### src/rtl/lc3_pkg.sv
// ----------------------------------------------------------------------------
// LC-3 executor package
// Shared types, widths and codes for the LC-3 instruction executor.
// ----------------------------------------------------------------------------
package lc3_pkg;

	localparam int ADDR_BITS = 16;
	localparam int MEM_WORDS = 1 << ADDR_BITS;
	localparam int QDEPTH = 2;

	typedef enum logic [1:0] {
		OP_WRITE   = 2'd0,
		OP_RESTART = 2'd1,
		OP_EXEC    = 2'd2,
		OP_UNUSED  = 2'd3
	} op_t;

	localparam logic [1:0] ST_OK   = 2'd0;
	localparam logic [1:0] ST_STOP = 2'd1;
	localparam logic [1:0] ST_RSVD = 2'd2;

	localparam logic [7:0] TRAP_GETC = 8'h20;
	localparam logic [7:0] TRAP_OUT  = 8'h21;
	localparam logic [7:0] TRAP_HALT = 8'h25;

	localparam logic [15:0] IMM_BIT  = 16'h0020;
	localparam logic [15:0] JSR_BIT  = 16'h0800;
	localparam logic [15:0] DR_MASK  = 16'h0E00;

	typedef struct packed {
		logic [1:0]  operation;
		logic [15:0] mem_address;
		logic [15:0] mem_data;
		logic [7:0]  char_in;
	} in_item_t;

	typedef struct packed {
		logic [15:0] pc_value;
		logic [15:0] instr_word;
		logic        is_running;
		logic [1:0]  status;
		logic        reg_write_valid;
		logic [2:0]  reg_write_index;
		logic [15:0] reg_write_value;
		logic [2:0]  cond_codes;
		logic        char_out_valid;
		logic [7:0]  char_out;
	} out_item_t;

	// Classified item handed from the front part to the back part.
	typedef struct packed {
		op_t         op;
		logic [15:0] mem_address;
		logic [15:0] mem_data;
		logic [7:0]  char_in;
	} cmd_t;

	function automatic logic [15:0] sext(input logic [15:0] v, input int bits);
		logic [15:0] m;
		logic [15:0] s;
		m = 16'((32'd1 << bits) - 1);
		s = 16'(32'd1 << (bits - 1));
		return ((v & m) ^ s) - s;
	endfunction

	function automatic logic [2:0] flags_of(input logic [15:0] v);
		if (v[15]) return 3'b100;
		if (v == 16'd0) return 3'b010;
		return 3'b001;
	endfunction

endpackage

### src/rtl/lc3_front.sv
// ----------------------------------------------------------------------------
// LC-3 front end
// Accepts input transactions and queues them as commands for the back end.
// ----------------------------------------------------------------------------
module lc3_front (
	input  logic             clk,
	input  logic             arst_n,
	input  logic             in_valid,
	output logic             in_stall,
	input  lc3_pkg::in_item_t in_data,
	output logic             cmd_valid,
	input  logic             cmd_take,
	output lc3_pkg::cmd_t    cmd
);
	import lc3_pkg::*;

	cmd_t        q_mem_q [QDEPTH];
	logic        wp_q, rp_q;
	logic [1:0]  cnt_q;
	logic        push, pop;
	cmd_t        c;

	assign in_stall  = (cnt_q == 2'(QDEPTH));
	assign push      = in_valid && !in_stall;
	assign cmd_valid = (cnt_q != 2'd0);
	assign pop       = cmd_valid && cmd_take;
	assign cmd       = q_mem_q[rp_q];

	always_comb begin
		c.op          = op_t'(in_data.operation);
		c.mem_address = in_data.mem_address;
		c.mem_data    = in_data.mem_data;
		c.char_in     = in_data.char_in;
	end

	always_ff @(posedge clk or negedge arst_n) begin
		if (!arst_n) begin
			wp_q  <= 1'b0;
			rp_q  <= 1'b0;
			cnt_q <= 2'd0;
		end else begin
			if (push) wp_q <= ~wp_q;
			if (pop) rp_q <= ~rp_q;
			cnt_q <= cnt_q + 2'(push) - 2'(pop);
		end
	end

	always_ff @(posedge clk) begin
		if (push) q_mem_q[wp_q] <= c;
	end

endmodule

### config.mk
export PLATFORM = sky130hd
export DESIGN_NAME = lc3_front
export DESIGN_NICKNAME = d
export VERILOG_FILES = /design/src/rtl/lc3_pkg.sv /design/src/rtl/lc3_front.sv
export SDC_FILE = /design/constraint.sdc
export NUM_CORES = 1
export LEC_CHECK = 0
export BUFFER_PORTS_ARGS = -buffer_cell sky130_fd_sc_hd__clkbuf_2
export CORE_MARGIN = 2
export CORE_UTILIZATION = 55
export CTS_CLUSTER_DIAMETER = 120
export DETAILED_ROUTE_END_ITERATION = 7
export PLACE_DENSITY = 0.83
export SLEW_MARGIN = 20
export SYNTH_ARGS = -nofsm -noshare
export SYNTH_HDL_FRONTEND = slang
export SYNTH_SLANG_ARGS = --single-unit
### constraint.sdc
create_clock -name clk -period 5 [get_ports clk]
set_clock_uncertainty 0.1 [all_clocks]
set_input_delay 0.25 -clock clk [delete_from_list [all_inputs] [get_ports clk]]
set_output_delay 0.25 -clock clk [all_outputs]
set_load 0.03 [all_outputs]
==> results of run 1 <==
power groups by stage:
stage / logic [mW] / registers (mW) / clock network (mW)
after floorplan: 0.859 / 1.07 / 0
after global placement: 1.04 / 1.08 / 0
after detailed placement: 1.05 / 1.10 / 0
after CTS: 1.06 / 1.08 / 0.399
after global routing: 1.12 / 1.09 / 0.427
final: 1.04 / 1.08 / 0.385
routing by layer:
metal / global-route usage (%) / vias up / part of all wire (%)
met3: 4.130 / 2 / 6.4
li1: - / 796 / -
met5: 0 / - / 0
met4: 5.902 / 0 / 0.36
met1: 20.57 / 815 / 40
met2: 28.47 / 63 / 53
how the worst max path moves through the flow:
stage | from | to | cells after the start
after floorplan | cnt_q[1]$_DFF_PN0_ | q_mem_q[0][0]$_DFFE_PP_ | 3
after global placement | cnt_q[1]$_DFF_PN0_ | q_mem_q[0][3]$_DFFE_PP_ | 4
after detailed placement | rp_q$_DFFE_PN0P_ | cmd[22] | 3
after CTS | rp_q$_DFFE_PN0P_ | cmd[22] | 3
after global routing | rp_q$_DFFE_PN0P_ | cmd[28] | 3
final | rp_q$_DFFE_PN0P_ | cmd[22] | 3
per-stage QoR:
step	area (µm²)	worst slack [ns]	std cells	util [%]
CTS	4210	2.613	340	70.69
global route	4210	2.548	340	70.69
detailed placement	3909	2.972	310	65.63
finish	4210	2.641	340	70.69
floorplan	3401	2.103	149	-
global placement	3909	2.993	310	65.63
Yosys cell counts:
cell	instances	area share, %
edfxtp_1	84	74
and3_1	1	0.18
xor2_1	1	0.26
ha_1	2	0.74
buf_6	5	1.7
inv_1	2	0.22
or2_1	1	0.18
nor2_1	1	0.11
dfrtp_1	4	2.9
nand2b_1	1	0.18
and2_4	1	0.26
xnor2_1	3	0.77
mux2_4	39	17
mux2_2	3	0.99
nand2_1	1	0.11
cells by family after synthesis:
family                     Yosys count  share of synthesized area (%)
xor gates and xnor gates             4                          1.030
DFF                                 88                          77.12
buffers and inverters                7                          1.876
and+or+nand+nor                      6                          1.030
muxes                               42                          18.21
adders and majority gates            2                         0.7357
area by class of cell:
| cell class | count | area [µm²] |
|---|---|---|
| clock buffers | 9 | 123.9 |
| clock inverters | 6 | 27.53 |
| fillers | 416 | 1745 |
| inverters | 2 | 7.507 |
| multi-input cells | 54 | 723.2 |
| flip-flops and latches | 88 | 2624 |
| well taps | 75 | 93.84 |
| repair buffers | 106 | 610.6 |
what timing repair did:
action	CTS	global route
buffers inserted	0	0
hold buffers	15	0
hold endpoints to repair	29	0
state kept, by name, indices dropped and copies added (netlist names):
register / flops
q_mem_q: 84
cnt_q: 2
rp_q: 1
wp_q: 1
==> impl_metrics.toml, run 1 <==
[status]
status = "complete, no violations"

[power]
cellLeakagePower_nw = 1.733
power.total_mw = 2.508
ir_drop_v = 0.0004619
power_frac_clock_pct = 15.4
pwr-share-seq_pct = 43.0
p_sw_share_pct = 36.36
pwr-share-comb_pct = 41.6
p_int_mw = 1.596
p_per_area_nw_per_um2 = 595.7
power_switching_mw = 0.9120

[synthesis]
ys_types = 15
synthCells = 149
syn_area_per_cell_um2 = 22.82
yosysWarnings = 0
yosysSeqAreaShare_pct = 77.12
ys_seq_elements = 88
syn-num-nets = 197
synth_area_um2 = 3401

[die]
rows = 28
die_area_um2 = 6829
io_pins = 90
initial_core_util_pct = 57.10
core_area_um2 = 5956
die_h_um = 82.64
die_width_um = 82.64

[drt]
drtIter0Drc = 89
routedWlPerCell_um = 15.66
dr.pass1.iters = 4
postRouteWirelength_um = 5326
vias = 1676
viasPerCell = 4.929
drc = 0
drtAntennaViolNets = 0

[critical_path]
crit_chain = "buf_4, mux2_4, clkbuf_2"
crit_arrival_ns = 2.01
crit_fanout = 34
cp-end-kind = "primary output"
r2r_start = "cnt_q[1]$_DFF_PN0_"
r2r_slack_ns = 2.98
rr_worst_depth = 4
r2r_end = "q_mem_q[0][31]$_DFFE_PP_"
worst_path_max_delay_cell = "buf_4"
critPathTopFamily = "buffers and inverters"
critPathKind = "reg -> out"
max_stage_delay_ns = 0.56
crit_buf_inv = 2
required_ns = 4.65
startpoint_type = "register"

[cells_and_area]
n_antenna_cell = 0
drive_above_1_share_pct = 55.85
synthToLayoutAreaGrowth_pct = 23.80
final_nets = 309
layout_common_cells = "89 x clkbuf_2, 84 x edfxtp_1, 39 x mux2_4"
final_common_cell = "clkbuf_2"

[timing]
rsz0062_at_grt = "no"
fin_setup_tns_ns = 0
layout_min_cycle_time_ns = 2.359
slew_viol_final = 0
hold_viol_final = 0
finalCritPeriodShare_pct = 47.18
fmax_mhz = 423.9
setup_viol_count_final = 0
worst_pin_slew_ns = 0.9701
relSlewSlack_pct = 35.32
whs_ns = 0.01610

[worst_hold_path]
worstHoldStart = "in_data[35]"
whs_endpoint = "q_mem_q[0][35]$_DFFE_PP_"
hold_path.class = "in -> reg"
hold_depth = 1

[global_routing]
gr-total-overflow = 0
grt_pass1_vias = 1727
antenna_found_initial = 0
grt_pass1_wl_um = 8052
grt_max_degree = 43
grt_use_total_pct = 16.60

[clock_network]
clock-sinks = 88
worstSkewPairLatency_ns = 0.32
post_cts_resized = 0
clock_path_buffers = 2
cts_buffers = 9
cts_tree = "built"
cts-root-buf = "clkbuf_8"
clk_pin_slew_ns = 0.08
htree_levels = 3

[place]
port_buffers = 89
gp_congestion = 0.7002
dpl.hpwl_um = 3574

[flow_run]
cap_violations = 0
No activity file was read; power rests on OpenSTA's default activity.
==> run 2, diff against run 1 <==
CORE_UTILIZATION = 47   (was 55)
PLACE_DENSITY = 0.75   (was 0.83)
clock period = 2.02 ns   (was 5 ns; I/O delays follow)
==> run 2 against run 1 <==
- sequential cell count is the same
- via count grew 9.7%
- routed wire length grew 11%
- first-iteration DRC count grew 5.6%
- register-to-register slack lost 2.8 ns
- total power grew to 2.6 times the previous value
- non-clock buffer count grew 34
- global-route usage shrank 1.1 points
- clock power grew to 2.9 times the previous value
- die area grew 16%
- count of clock-buffer cells in the layout is the same
- core utilization shrank 5.5 points
- critical path type unchanged
- critical endpoint is now cmd[41]
- largest power group is now combinational logic
==> impl_metrics.toml, run 2 (synthesized netlist as in run 1, its figures left out) <==
[status]
status = "complete, no violations"

[power]
cellLeakagePower_nw = 1.913
power.total_mw = 6.576
p_per_area_nw_per_um2 = 1413
ir_drop_v = 0.0009289

[drt]
viasPerCell = 4.609
dr.pass1.iters = 4
routedWlPerCell_um = 14.88
drtAntennaViolNets = 0
vias = 1839
drtIter0Drc = 94
postRouteWirelength_um = 5937
drc = 0

[critical_path]
crit_arrival_ns = 1.67
r2r_slack_ns = 0.20
critPathKind = "reg -> out"
crit_buf_inv = 2
required_ns = 1.82
worst_path_max_delay_cell = "dfrtp_2"
max_stage_delay_ns = 0.53
startpoint_type = "register"
critPathTopFamily = "flip-flops"
crit_fanout = 23
crit_chain = "buf_12, mux2_2, clkbuf_2"
cp-end-kind = "primary output"

[global_routing]
antenna_found_initial = 0
grt_pass1_wl_um = 8783
gr-total-overflow = 0
grt_use_total_pct = 15.49
grt_max_degree = 29
grt_pass1_vias = 1898

[die]
rows = 31
die_width_um = 89.06
die_h_um = 89.06
core_area_um2 = 7137
die_area_um2 = 7932
io_pins = 90
initial_core_util_pct = 47.65

[clock_network]
clock-sinks = 88
cts-root-buf = "clkbuf_8"
htree_levels = 3
clk_pin_slew_ns = 0.08
clock_path_buffers = 2
cts_setup_buffers = 0
cts_buffers = 9
cts_tree = "built"
worstSkewPairLatency_ns = 0.34
post_cts_resized = 0

[timing]
fmax_mhz = 535.0
rsz0062_at_grt = "no"
hold_viol_final = 0
fin_setup_tns_ns = 0
relSlewSlack_pct = 74.04
worst_pin_slew_ns = 0.3894
layout_min_cycle_time_ns = 1.869
fin_ws_ns = 0.1509
whs_ns = 0.02481
setup_viol_count_final = 0
finalCritPeriodShare_pct = 92.53
slew_viol_final = 0

[worst_hold_path]
hold_path.class = "in -> reg"

[cells_and_area]
n_antenna_cell = 0
drive_above_1_share_pct = 51.00
fillerInstances = 523
synthToLayoutAreaGrowth_pct = 36.90
fin_cells = 399
final_common_cell = "clkbuf_2"
largest_register_ffs = 84
reg_top3 = "q_mem_q (84), cnt_q (2)"
regMostFlops = "q_mem_q"
layout_common_cells = "89 x clkbuf_2, 84 x edfxtp_1, 45 x dlygate4sd3_1"
final_nets = 343

[place]
gp_congestion = 0.6503
place_ws_ns = 0.2482
port_buffers = 89
dp_cells = 338
dpl.hpwl_um = 3764

[flow_run]
cap_violations = 0
## run 2: cell types whose count changed in the layout (fill, tap and decap cells not counted), sizes merged
cell / change
bufinv: +1
buf: +4
clkinvlp: -1
dlygate4sd3: +30
clkinv: +1
## run 2: worst paths after layout
kind | start | to | cells past startpoint
worst max-delay path | rp_q$_DFFE_PN0P_ | cmd[41] | 3
worst min-delay path | in_valid | wp_q$_DFFE_PN0N_ | 3
worst max register to register | cnt_q[1]$_DFF_PN0_ | cnt_q[1]$_DFF_PN0_ | 7
worst min register to register | cnt_q[0]$_DFF_PN0_ | cnt_q[0]$_DFF_PN0_ | 1
max in group asynchronous | arst_n | rp_q$_DFFE_PN0P_ | 3
min in group asynchronous | arst_n | cnt_q[1]$_DFF_PN0_ | 3
## run 2: final cells by class
| cell class | instances | area (µm²) | area share [%] |
|---|---|---|---|
| Tap cell | 99 | 123.9 | 2.661 |
| Clock buffer | 9 | 123.9 | 2.661 |
| Timing Repair Buffer | 140 | 991.0 | 21.28 |
| Multi-Input combinational cell | 54 | 723.2 | 15.53 |
| Inverter | 2 | 7.507 | 0.1612 |
| Clock inverter | 7 | 62.56 | 1.344 |
| Sequential cell | 88 | 2624 | 56.36 |
## run 2: report_power, final
part	leakage (nW)	internal (mW)	total (mW)	switching, mW
clock	0.0933	0.559	1.13	0.567
sequential	0.826	2.50	2.66	0.161
combinational	0.994	1.18	2.79	1.61
total	1.91	4.24	6.58	2.34
## run 2: through the flow
stage	util [%]	area [µm²]
finish	65.23	4656
global route	65.23	4656
CTS	65.23	4656
detailed placement	56.31	4019
global placement	56.31	4019
floorplan	-	3410
## run 2: per-layer routing
metal | GRT usage (%) | part of all wire, %
met1 | 16.45 | 39
met5 | 0 | 0
met3 | 3.232 | 4.2
met2 | 29.38 | 55
met4 | 6.920 | 1.0
## run 2: worst register-to-register path, delay by kind of cell, from the launching register on
kind          cells  cell delay (ns)
flops             1             0.41
xor+xnor          2             0.32
buf+inv           1             0.04
simple gates      2             0.42
fa+ha+maj         2             0.45
## run 2: repair_timing
item                                   4_1_cts  5_1_grt
setup endpoints to repair                    0        0
hold buffers                                45        0
endpoints found under the hold margin       89        0
==> run 3, diff against run 2 <==
CTS_CLUSTER_DIAMETER = 200   (was 120)
SETUP_SLACK_MARGIN = 0.3   (was not set)
==> run 3 against run 2 <==
- worst hold slack better by 0.036 ns
- core utilization up 10 points
- first-iteration DRC count shrank 4.3%
- worst setup slack better by 0.081 ns
- register-to-register slack gained 0.15 ns
- largest cell class unchanged
==> impl_metrics.toml, run 3 (synthesized netlist as in run 1, its figures left out) <==
[drt]
dr.pass1.iters = 4
routedWlPerCell_um = 18.55
drtIter0Drc = 90
drtAntennaViolNets = 0
viasPerCell = 4.700
drc = 0
vias = 1946
postRouteWirelength_um = 7680

[die]
die_h_um = 89.06
core_area_um2 = 7137
io_pins = 90
die_area_um2 = 7932
rows = 31
initial_core_util_pct = 47.65
die_width_um = 89.06

[critical_path]
startpoint_type = "register"
cp-end-kind = "primary output"
crit_fanout = 4
crit_chain = "buf_12, buf_16, mux2_4, buf_8"
crit_arrival_ns = 1.59
critPathKind = "reg -> out"
required_ns = 1.82
worst_path_max_delay_cell = "dfrtp_2"
max_stage_delay_ns = 0.46

[clock_network]
worstSkewPairLatency_ns = 0.35
cts-root-buf = "clkbuf_8"
cts_buffers = 9
htree_levels = 3
clock_path_buffers = 2
clock-sinks = 88
clk_pin_slew_ns = 0.09
cts_tree = "built"

[timing]
finalCritPeriodShare_pct = 88.54
fin_setup_tns_ns = 0
fmax_mhz = 559.1
relSlewSlack_pct = 75.62
setup_viol_count_final = 0
layout_min_cycle_time_ns = 1.788
slew_viol_final = 0
worst_pin_slew_ns = 0.3657
rsz0062_at_grt = "yes"
hold_viol_final = 0

[global_routing]
gr-total-overflow = 0
grt_use_total_pct = 19.56
grt_pass1_wl_um = 10740
antenna_found_initial = 0
grt_pass1_vias = 2075
grt_max_degree = 27

[power]
power.total_mw = 8.397
p_int_mw = 5.595
p_per_area_nw_per_um2 = 1562
p_sw_share_pct = 33.37
power_frac_clock_pct = 15.8
pwr-share-comb_pct = 52.7
power_switching_mw = 2.802
cellLeakagePower_nw = 2.196
pwr-share-seq_pct = 31.5
ir_drop_v = 0.0009048

[cells_and_area]
final_common_cell = "edfxtp_1"
drive_above_1_share_pct = 56.51
n_antenna_cell = 0
regMostFlops = "q_mem_q"
largest_register_ffs = 84
synthToLayoutAreaGrowth_pct = 58.09
layout_common_cells = "84 x edfxtp_1, 48 x clkbuf_2, 45 x dlygate4sd3_1"
final_nets = 358
reg_top3 = "q_mem_q (84), cnt_q (2)"

[place]
port_buffers = 89
gp_congestion = 0.6844

[status]
status = "complete, no violations"

[flow_run]
cap_violations = 0

[worst_hold_path]
hold_path.class = "in -> reg"
run 3: metrics by stage:
stage / instance area, µm² / utilization (%) / instances / hold WS (ns) / setup WS [ns]
after floorplan: 3415 / - / 149 / -0.2946 / 0.2704
after global placement: 3979 / 55.75 / 337 / -0.1876 / 0.3118
after detailed placement: 3979 / 55.75 / 337 / -0.1831 / 0.2775
after CTS: 5306 / 74.35 / 413 / 0.03148 / 0.2165
after global routing: 5376 / 75.33 / 414 / 0.05828 / 0.1825
final: 5376 / 75.33 / 414 / 0.06047 / 0.2315
run 3: metal layers:
metal / wire length (µm) / track usage, %
met5: 0 / 0
met4: 166 / 6.784
met3: 426 / 6.556
met2: 4287 / 35.96
met1: 2800 / 21.02
run 3: power by group through the flow:
stage	Sequential, mW	Clock [mW]	Combinational [mW]
final	2.65	1.33	4.42
after global routing	2.68	1.43	4.63
after CTS	2.63	1.35	4.13
after detailed placement	2.68	0	2.69
after global placement	2.65	0	2.67
after floorplan	2.63	0	2.15
run 3: final timing paths:
path                                     from                  to  slack, ns  depth (start not counted)
hold reg to reg              wp_q$_DFFE_PN0N_    wp_q$_DFFE_PN0N_       0.46                          1
setup / recovery             rp_q$_DFFE_PN0P_             cmd[14]       0.23                          4
min in group asynchronous              arst_n  cnt_q[0]$_DFF_PN0_       0.58                          3
max in group asynchronous              arst_n    rp_q$_DFFE_PN0P_       1.04                          3
hold / removal                       cmd_take    rp_q$_DFFE_PN0P_       0.06                          4
setup reg to reg           cnt_q[0]$_DFF_PN0_  cnt_q[1]$_DFF_PN0_       0.35                          7
run 3: area by class of cell:
| class | count | area, µm² |
|---|---|---|
| Tap cell | 99 | 123.9 |
| Sequential cell | 88 | 2624 |
| Timing Repair Buffer | 155 | 1635 |
| Fill cell | 433 | 1760 |
| Multi-Input combinational cell | 54 | 768.2 |
| Clock inverter | 7 | 93.84 |
| Clock buffer | 9 | 123.9 |
| Inverter | 2 | 7.507 |
run 3: timing repair:
action	4_1_cts	5_1_grt
gates resized for setup	91	45
endpoints found under the setup margin	40	68
pin swaps	6	7
cloned	7	0
hold endpoints to repair	89	0
setup buffers	8	1
hold buffers	45	0
run 3: worst max-delay path: cells and delay by family, from the launching register on:
family / cells / cell delay [ns]
mux: 1 / 0.33
flops: 1 / 0.46
buf+inv: 3 / 0.45
